$ cat src/design/cgihbs_pkg.sv
// Package for the CGI header block scanner.
// Holds the scan phase type, the state and step structs and the byte classes.
// No dependencies.
package cgihbs_pkg;

    localparam int COUNT_BITS_DEF = 16;
    localparam int LEN_W          = 16;

    localparam logic [7:0] CH_CR    = 8'h0D;
    localparam logic [7:0] CH_LF    = 8'h0A;
    localparam logic [7:0] CH_COLON = 8'h3A;
    localparam logic [7:0] CH_NUL   = 8'h00;
    localparam logic [7:0] CH_TAB   = 8'h09;
    localparam logic [7:0] CH_SPACE = 8'h20;

    typedef enum logic [2:0] {
        PH_LINE_START = 3'd0,
        PH_LONE_CR    = 3'd1,
        PH_NAME       = 3'd2,
        PH_VALUE      = 3'd3,
        PH_VALUE_CR   = 3'd4,
        PH_DECIDED    = 3'd5
    } t_phase;

    typedef struct packed {
        t_phase phase;
        logic   name_seen;
        logic   header_seen;
    } t_scan_state;

    typedef struct packed {
        logic decided;
        logic found;
        logic count_inc;
    } t_step_status;

    // Token characters: letters, digits and !#$%&'*+-.^_`|~
    function automatic logic is_token(input logic [7:0] c);
        logic r;
        r = ((c >= 8'h30) && (c <= 8'h39)) || ((c >= 8'h41) && (c <= 8'h5A))
            || ((c >= 8'h61) && (c <= 8'h7A));
        case (c)
            8'h21, 8'h23, 8'h24, 8'h25, 8'h26, 8'h27, 8'h2A, 8'h2B,
            8'h2D, 8'h2E, 8'h5E, 8'h5F, 8'h60, 8'h7C, 8'h7E: r = 1'b1;
            default: ;
        endcase
        return r;
    endfunction

endpackage

$ cat src/design/cgihbs_in_if.sv
// Input channel of the header block scanner: one stream byte per beat.
// Depends on nothing.
interface cgihbs_in_if;
    logic       valid;
    logic       ready;
    logic [7:0] data_byte;
    logic       end_of_buffer;

    modport source (output valid, output data_byte, output end_of_buffer, input ready);
    modport sink   (input valid, input data_byte, input end_of_buffer, output ready);
endinterface

$ cat src/design/cgihbs_out_if.sv
// Result channel of the header block scanner: one decision per beat.
// Depends on nothing.
interface cgihbs_out_if;
    logic        valid;
    logic        ready;
    logic        block_found;
    logic [15:0] block_length;

    modport source (output valid, output block_found, output block_length, input ready);
    modport sink   (input valid, input block_found, input block_length, output ready);
endinterface

$ cat src/design/cgihbs_step.sv
// Per-byte next-state logic of the header block scanner.
// Depends on cgihbs_pkg.
module cgihbs_step
    import cgihbs_pkg::*;
(
    input  t_scan_state  i_state,
    input  logic         i_at_limit,
    input  logic [7:0]   i_byte,
    input  logic         i_last,
    output t_scan_state  o_state,
    output t_step_status o_status
);

    logic        tok;
    logic        dec;
    logic        fnd;
    t_scan_state nxt;

    assign tok = is_token(i_byte);

    always_comb begin
        nxt = i_state;
        dec = 1'b0;
        fnd = 1'b0;
        o_status.count_inc = 1'b0;
        if (i_state.phase != PH_DECIDED) begin
            if (i_at_limit) begin
                dec = 1'b1;
            end else begin
                o_status.count_inc = 1'b1;
                case (i_state.phase)
                    PH_LINE_START, PH_LONE_CR: begin
                        if (i_byte == CH_LF) begin
                            dec = 1'b1;
                            fnd = i_state.header_seen;
                        end else if (i_state.phase == PH_LONE_CR) begin
                            dec = 1'b1;
                        end else if (i_byte == CH_CR) begin
                            nxt.phase = PH_LONE_CR;
                        end else if (tok) begin
                            nxt.phase     = PH_NAME;
                            nxt.name_seen = 1'b1;
                        end else begin
                            dec = 1'b1;   // colon or other non-token byte
                        end
                    end
                    PH_NAME: begin
                        if (i_byte == CH_COLON) begin
                            if (i_state.name_seen) nxt.phase = PH_VALUE;
                            else dec = 1'b1;
                        end else if (tok) begin
                            nxt.name_seen = 1'b1;
                        end else begin
                            dec = 1'b1;
                        end
                    end
                    PH_VALUE, PH_VALUE_CR: begin
                        if (i_byte == CH_LF) begin
                            nxt.header_seen = 1'b1;
                            nxt.name_seen   = 1'b0;
                            nxt.phase       = PH_LINE_START;
                        end else if (i_byte == CH_NUL) begin
                            dec = 1'b1;
                        end else if (i_byte == CH_CR) begin
                            nxt.phase = PH_VALUE_CR;
                        end else if (i_state.phase == PH_VALUE_CR &&
                                     i_byte != CH_SPACE && i_byte != CH_TAB) begin
                            dec = 1'b1;
                        end
                    end
                    default: begin
                        dec = 1'b1;
                    end
                endcase
            end
            // last byte with no decision yet; a trailing lone CR still ends the block
            if (!dec && i_last) begin
                dec = 1'b1;
                fnd = (nxt.phase == PH_LONE_CR) && nxt.header_seen;
            end
            if (dec) nxt.phase = PH_DECIDED;
        end
        if (i_last) begin
            nxt.phase       = PH_LINE_START;
            nxt.name_seen   = 1'b0;
            nxt.header_seen = 1'b0;
        end
        o_state          = nxt;
        o_status.decided = dec;
        o_status.found   = fnd;
    end

endmodule

$ cat src/design/cgi_header_block_scanner.sv
// CGI response header block scanner: takes one byte per cycle and reports
// the length of the leading name:value header block once it is terminated.
// Depends on cgihbs_pkg, cgihbs_in_if, cgihbs_out_if and cgihbs_step.
//
// One byte is accepted every cycle while the result register is empty or being
// drained; the scan state and byte counter update in the same cycle, and a
// decision is written to the result register, visible in the cycle after the
// deciding byte. Throughput is one byte per cycle while the result register is
// free; the single register stage lies between the byte classifier and the result.
// The byte count saturates at 2^min(COUNT_BITS,16)-1; a byte beyond that
// decides the buffer as not found.
module cgi_header_block_scanner
    import cgihbs_pkg::*;
#(
    parameter int COUNT_BITS = COUNT_BITS_DEF
) (
    input  logic                i_clk,
    input  logic                i_rst_n,
    cgihbs_in_if.sink           i_item,
    cgihbs_out_if.source        o_result
);

    localparam int CNT_W = (COUNT_BITS > LEN_W) ? LEN_W : COUNT_BITS;

    t_scan_state  r_state;
    t_scan_state  n_state;
    t_step_status status;
    logic [CNT_W-1:0] r_count;
    logic [CNT_W-1:0] n_count;
    logic [CNT_W-1:0] count_inc;
    logic             at_limit;
    logic             in_fire;

    logic             r_out_valid;
    logic             r_found;
    logic [LEN_W-1:0] r_length;

    assign i_item.ready = !r_out_valid || o_result.ready;
    assign in_fire      = i_item.valid && i_item.ready;
    assign at_limit     = &r_count;
    assign count_inc    = r_count + CNT_W'(1);

    cgihbs_step u_step (
        .i_state    (r_state),
        .i_at_limit (at_limit),
        .i_byte     (i_item.data_byte),
        .i_last     (i_item.end_of_buffer),
        .o_state    (n_state),
        .o_status   (status)
    );

    always_comb begin
        n_count = r_count;
        if (i_item.end_of_buffer) n_count = '0;
        else if (status.count_inc) n_count = count_inc;
    end

    always_ff @(posedge i_clk) begin
        if (!i_rst_n) begin
            r_state.phase       <= PH_LINE_START;
            r_state.name_seen   <= 1'b0;
            r_state.header_seen <= 1'b0;
            r_count             <= '0;
            r_out_valid         <= 1'b0;
        end else begin
            if (in_fire) begin
                r_state <= n_state;
                r_count <= n_count;
            end
            if (in_fire && status.decided) r_out_valid <= 1'b1;
            else if (o_result.ready)       r_out_valid <= 1'b0;
        end
    end

    always_ff @(posedge i_clk) begin
        if (in_fire && status.decided) begin
            r_found  <= status.found;
            r_length <= status.found ? LEN_W'(count_inc) : '0;
        end
    end

    assign o_result.valid        = r_out_valid;
    assign o_result.block_found  = r_found;
    assign o_result.block_length = r_length;

endmodule

$ cat src/flat_wrapper.sv
// flat-port wrapper written by rule: the top's interface ports become plain ports
module cgi_header_block_scanner_flat import cgihbs_pkg::*;
#(
    parameter int COUNT_BITS = COUNT_BITS_DEF
)
  (i_clk, i_rst_n, i_item_valid, i_item_data_byte, i_item_end_of_buffer, i_item_ready, o_result_valid, o_result_block_found, o_result_block_length, o_result_ready);
  cgihbs_in_if i_item_i ();
  cgihbs_out_if o_result_i ();
  input  logic i_clk;
  input  logic i_rst_n;
  input wire logic [$bits(i_item_i.valid)-1:0] i_item_valid;
  input wire logic [$bits(i_item_i.data_byte)-1:0] i_item_data_byte;
  input wire logic [$bits(i_item_i.end_of_buffer)-1:0] i_item_end_of_buffer;
  output wire logic [$bits(i_item_i.ready)-1:0] i_item_ready;
  output wire logic [$bits(o_result_i.valid)-1:0] o_result_valid;
  output wire logic [$bits(o_result_i.block_found)-1:0] o_result_block_found;
  output wire logic [$bits(o_result_i.block_length)-1:0] o_result_block_length;
  input wire logic [$bits(o_result_i.ready)-1:0] o_result_ready;
  assign i_item_i.valid = i_item_valid;
  assign i_item_i.data_byte = i_item_data_byte;
  assign i_item_i.end_of_buffer = i_item_end_of_buffer;
  assign i_item_ready = i_item_i.ready;
  assign o_result_valid = o_result_i.valid;
  assign o_result_block_found = o_result_i.block_found;
  assign o_result_block_length = o_result_i.block_length;
  assign o_result_i.ready = o_result_ready;
  cgi_header_block_scanner #(.COUNT_BITS(COUNT_BITS)) u_core (.i_clk(i_clk), .i_rst_n(i_rst_n), .i_item(i_item_i), .o_result(o_result_i));
endmodule
$ cat config.mk
export PLATFORM = sky130hd
export DESIGN_NAME = cgi_header_block_scanner_flat
export DESIGN_NICKNAME = d
export VERILOG_FILES = /design/src/design/cgihbs_pkg.sv /design/src/design/cgihbs_in_if.sv /design/src/design/cgihbs_out_if.sv /design/src/design/cgihbs_step.sv /design/src/design/cgi_header_block_scanner.sv /design/src/flat_wrapper.sv
export SDC_FILE = /design/constraint.sdc
export NUM_CORES = 1
export LEC_CHECK = 0
export BUFFER_PORTS_ARGS = -buffer_cell sky130_fd_sc_hd__clkbuf_2
export CORE_AREA = 2 2 87 89
export CTS_BUF_LIST = sky130_fd_sc_hd__clkbuf_8
export DETAILED_ROUTE_END_ITERATION = 7
export DIE_AREA = 0 0 89 91
export SYNTH_ARGS = -nofsm -noshare
export SYNTH_HDL_FRONTEND = slang
export SYNTH_SLANG_ARGS = --single-unit
export TNS_END_PERCENT = 1
$ cat constraint.sdc
create_clock -name i_clk -period 5.9 [get_ports i_clk]
set_input_delay 1.18 -clock i_clk [delete_from_list [all_inputs] [get_ports i_clk]]
set_output_delay 1.18 -clock i_clk [all_outputs]
set_load 0.01 [all_outputs]
==> run_results.csv, run 1 <==
group,metric,value,unit
synthesis,synth.area.top_cells,"edfxtp_1 (21%), dfxtp_1 (18%), nor2_1 (5.6%), a21oi_1 (4.5%), xor2_1 (2.9%)",
routing,wirelength,5.623,mm
die,die_x,89,um
timing,fin_crit,3501,ps
cells_and_area,drive_above_1_share,18.63,%
worst_setup_path,start_kind,"input pin",
routing,drc_errors,0,
cells_and_area,mostFrequentLayoutCells,"nor2_1 (36), clkbuf_2 (31), a21oi_1 (22), dfxtp_1 (22), edfxtp_1 (17)",
clocking,ctsHoldBuffers,0,
cells_and_area,n_antenna_cell,0,
die,start_util,33.99,%
timing,fin_tns_setup,0,ps
clocking,cts_buffer_depth,2,
synthesis,yosys_warnings,0,
outcome,status,"complete, no violations",
clocking,clkLatencyLatePin,290,ps
synthesis,syn-num-nets,298,
timing,slew_viol_final,0,
worst_setup_path,cp-end-kind,"register",
grt,grt_overflow_total,0,
cells_and_area,area_growth,12.74,%
timing,tightest_slew,901.6,ps
place,place_hpwl,4.045,mm
worst_setup_path,crit_path_max_fanout,17,
die,ios,32,
place,portBuffers,31,
synthesis,ys_seq_area_share,39.20,%
power_and_ir_drop,ir_drop,0.00009505,V
cells_and_area,nets,319,
timing,slew_headroom,39.90,%
clocking,cts_setup_buffers,0,
clocking,numCtsBuffers,5,
synthesis,ys.flop_type,"dfxtp_1",
synthesis,synth-edff-count,17,
routing,drtIter0Drc,169,
power_and_ir_drop,p_per_area,216.2,nW/um2
power_and_ir_drop,power.leakage,0.0009557,uW
routing,ant_nets,0,
synthesis,synth_top_area_share,21.04,%
die,dieHeight,91,um
grt,grt_first_pass_wirelength,9.390,mm
clocking,cts_tree,"yes",
die,num_rows,31,
clocking,path_clk_slew,70,ps
worst_hold_path,worst_hold_path_type,"reg -> reg",
cells_and_area,layout_commonest_cell,"nor2_1",
synthesis,synth_seq_cells,39,
timing,clock_skew,4.362,ps
grt,grt_pass1_vias,1887,
routing,wire_per_inst,13.88,um
grt,antenna_found_initial,0,
clocking,htreeDepth,2,
synthesis,syn_area_per_cell,8.543,um2
grt,grt_max_degree,19,
synthesis,syn_area,2426,um2
timing,rsz0062_at_grt,"no",
timing,fmax,285.7,MHz
power_and_ir_drop,fin_total_pwr,591.4,uW
place,gp_congestion,0.9179,
clocking,cts_root_buffer,"clkbuf_8",
die,coreArea,7137,um2
routing,num_vias,2170,
worst_setup_path,arrival,3510,ps
clocking,cts_sinks,39,
synthesis,async_flop_share,0,%
worst_setup_path,crit_required,5910,ps
timing,hold_viol_final,0,
synthesis,synth.distinct_cells,56,
clocking,cts_resized,0,
grt,grt_usage,14.35,%
timing,setup_viol,0,
job,drv_cap,0,
synthesis,synth_top_area_cell,"edfxtp_1",
routing,drtPass1Iterations,5,
worst_setup_path,crit_type,"in -> reg",
die,dieArea,8099,um2
routing,routed_via_density,5.358,
timing,period_share,59.33,%
synthesis,syn_inst,284,
[kinds of logic (layout without fill, tap and decap cells)]
logic type / Yosys count / count (layout) / share of synthesized area (%)
AO/OA/AOI/OAI: 69 / 69 / 19.44
XOR/XNOR: 15 / 15 / 5.415
adder cells (fa/ha/maj): 1 / 1 / 0.5156
buffers and inverters: 24 / 46 / 4.590
flip-flops: 39 / 39 / 39.20
AND/OR/NAND/NOR: 136 / 136 / 30.84
[cell usage after synthesis (all sizes together), types with 5 or more instances]
library cell and number:
xnor2 7, a31oi 6, or4 6, nor2 44, a21oi 23, buf 5, nand3b 8, nand4 8
nor3 6, or3 8, o21ai 12, edfxtp 17, dfxtp 22, xor2 8, and3 5, nand2 14
nand3 13, a21o 7, clkbuf 14
[metrics by stage]
stage          instances  util, %  setup slack [ps]  hold slack, ps  area, um2
2_1_floorplan        284        -              2070           471.3       2426
4_1_cts              405    38.32              2372           534.9       2735
3_5_place_dp         397    36.82              2068           512.4       2628
5_1_grt              405    38.32              2193           550.3       2735
6_report             405    38.32              2399           540.5       2735
3_3_place_gp         397    36.82              2106           506.6       2628
[critical path: stages]
cell and delay (ps):
clkbuf_2 170, or3b_4 430, and2_1 170, o41a_1 380, o221ai_1 290, a2111oi_4 60
a21oi_2 710, nor2_1 120
[registers in the layout (all words and copies together), names as in the netlist]
| register | cells |
|---|---|
| u_core.o_result.block_found | 1 |
| u_core.o_result.valid | 1 |
| u_core.r_count | 16 |
| u_core.o_result.block_length | 16 |
| u_core.r_state | 5 |
[per-layer routing]
metal  track usage (%)  vias to the layer above  wire (um)
li1                  -                     1091          -
met1             22.47                     1019       2778
met2             20.71                       56       2555
met3             2.273                        4        250
met4             2.861                        0         38
met5                 0                        -          0
[power breakdown]
group | internal, uW | switching [uW] | leakage [uW]
sequential | 292 | 6.73 | 0.000352
clock | 124 | 95.2 | 0.0000556
combinational | 25.7 | 48.1 | 0.000549
[area by class of cell]
type / count / area [um2]
timing repair buffer: 33 / 170.2
clock buffer: 5 / 68.82
clock inverter: 3 / 38.79
inverter: 5 / 18.77
sequential: 39 / 950.9
fill: 747 / 4402
tap: 99 / 123.9
multi-input combinational: 221 / 1364
[path summary, 6_finish.rpt]
check             slack, ps           startpoint  cells past startpoint                         endpoint
setup / recovery       2400  i_item_data_byte[1]                      8  u_core.o_result.block_length[6]
hold / removal          540    u_core.r_state[1]                      2                u_core.r_state[1]
setup reg to reg       2970    u_core.r_state[4]                      7  u_core.o_result.block_length[6]
hold reg to reg         540    u_core.r_state[1]                      2                u_core.r_state[1]
Note: power is estimated with default switching activity, not from simulation.
==> inputs of run 2 (changes only) <==
==> constraint.sdc (replaced) <==
create_clock -name i_clk -period 3 [get_ports i_clk]
set_input_delay 0.6 -clock i_clk [delete_from_list [all_inputs] [get_ports i_clk]]
set_output_delay 0.6 -clock i_clk [all_outputs]
set_load 0.01 [all_outputs]
==> run_results.csv, run 2 (synthesis results as in run 1) <==
group,metric,value,unit
outcome,status,"complete, no violations",
clocking,clkLatencyLatePin,290,ps
clocking,cts_buffer_depth,2,
worst_setup_path,crit_required,3150,ps
cells_and_area,n_antenna_cell,0,
die,num_rows,31,
cells_and_area,drive_above_1_share,23.77,%
place,portBuffers,31,
clocking,cts_setup_buffers,0,
cells_and_area,layout.cells.non_filler,423,
worst_setup_path,r2r_end,"u_core.o_result.block_length[5]",
place,dp_cells,415,
grt,grt_usage,14.68,%
routing,wirelength,5.509,mm
die,coreArea,7137,um2
job,drv_cap,0,
grt,grt_overflow_total,0,
die,ios,32,
cells_and_area,mostFrequentLayoutCells,"nor2_1 (36), clkbuf_2 (31), dfxtp_1 (22)",
timing,clock_skew,8.548,ps
clocking,path_clk_slew,80,ps
worst_setup_path,cp-end-kind,"register",
grt,grt_max_degree,19,
worst_setup_path,reg2reg_slack,300,ps
cells_and_area,layout_commonest_cell,"nor2_1",
worst_hold_path,holdPathStages,2,
cells_and_area,nets,337,
routing,drtPass1Iterations,4,
clocking,cts_sinks,39,
timing,fin_crit,2768,ps
timing,slew_headroom,54.67,%
grt,grt_pass1_vias,2090,
place,gp_congestion,0.8245,
worst_hold_path,hold_start,"u_core.r_state[1]",
power_and_ir_drop,p_per_area,384.4,nW/um2
routing,drc_errors,0,
timing,tightest_slew,673.7,ps
grt,antenna_found_initial,0,
clocking,htreeDepth,2,
clocking,ctsHoldBuffers,0,
timing,rsz0062_at_grt,"no",
routing,drtIter0Drc,86,
die,dieArea,8099,um2
routing,wire_per_inst,13.02,um
place,place_hpwl,4.091,mm
timing,setup_viol,0,
clocking,numCtsBuffers,5,
worst_setup_path,start_kind,"input pin",
timing,slew_viol_final,0,
worst_hold_path,hold_end,"u_core.r_state[1]",
grt,grt_first_pass_wirelength,9.722,mm
cells_and_area,final_core_util,40.29,%
clocking,cts_resized,0,
timing,period_share,92.28,%
clocking,cts_root_buffer,"clkbuf_8",
timing,fin_hold_ws,523.4,ps
die,dieHeight,91,um
cells_and_area,regArea,950.9,um2
routing,num_vias,2190,
worst_setup_path,crit_type,"in -> reg",
worst_setup_path,r2r_cells,9,
worst_setup_path,arrival,2910,ps
cells_and_area,fill_cells,766,
routing,routed_via_density,5.177,
clocking,cts_tree,"yes",
routing,ant_nets,0,
power_and_ir_drop,ir_drop,0.0001630,V
worst_setup_path,crit_path_max_fanout,17,
power_and_ir_drop,power.leakage,0.001033,uW
worst_setup_path,r2r-start,"u_core.r_count[0]",
cells_and_area,area_growth,18.51,%
die,die_x,89,um
timing,hold_viol_final,0,
worst_setup_path,startpoint,"i_item_data_byte[0]",
worst_hold_path,worst_hold_path_type,"reg -> reg",
timing,fmax,361.2,MHz
cells_and_area,multi_input_area,1375,um2
die,start_util,33.99,%
run 2: final cells by class:
cell class / count / share of cell area, %
repair buffers: 51 / 11.05
clock buffers: 5 / 2.393
flip-flops and latches: 39 / 33.07
inverters: 5 / 0.6527
clock inverters: 3 / 0.6963
multi-input cells: 221 / 47.82
well taps: 99 / 4.308
run 2: how the worst max path moves through the flow:
stage,slack [ps],endpoint,cells after the start
6_report,230,u_core.o_result.block_length[5],9
4_1_cts,20,u_core.o_result.block_length[5],9
5_1_grt,140,u_core.o_result.block_length[1],9
2_1_floorplan,120,u_core.o_result.block_found,8
3_3_place_gp,-100,u_core.o_result.block_length[6],8
3_5_place_dp,-190,u_core.o_result.block_length[5],8
run 2: routing by layer:
| layer | global-route usage (%) | vias to the layer above | wire (um) |
|---|---|---|---|
| met3 | 2.455 | 6 | 150 |
| met5 | 0 | - | 0 |
| li1 | - | 1122 | - |
| met1 | 18.71 | 1021 | 2617 |
| met2 | 25.06 | 41 | 2671 |
| met4 | 4.353 | 0 | 70 |
run 2: stage by stage:
step	total power [uW]	TNS, ps	cell area (um2)	worst slack, ps
floorplan	693.8	0	2430	120.0
global placement	766.6	-1283	2779	-100.8
detailed placement	768.1	-2420	2779	-191.4
CTS	1115	0	2868	23.52
global route	1157	0	2875	137.9
finish	1105	0	2875	231.5
run 2: power by group:
group | internal, uW | switching [uW]
sequential | 574 | 7.49
combinational | 70.9 | 103
clock | 162 | 188
total | 807 | 299
run 2: critical path, cell delays in order:
cell       delay (ps)
clkbuf_2           90
or3b_4            390
buf_4             160
or4_1             530
a211oi_2          270
o221ai_1          180
a2111oi_4         290
a21oi_4           230
nor2_1            170
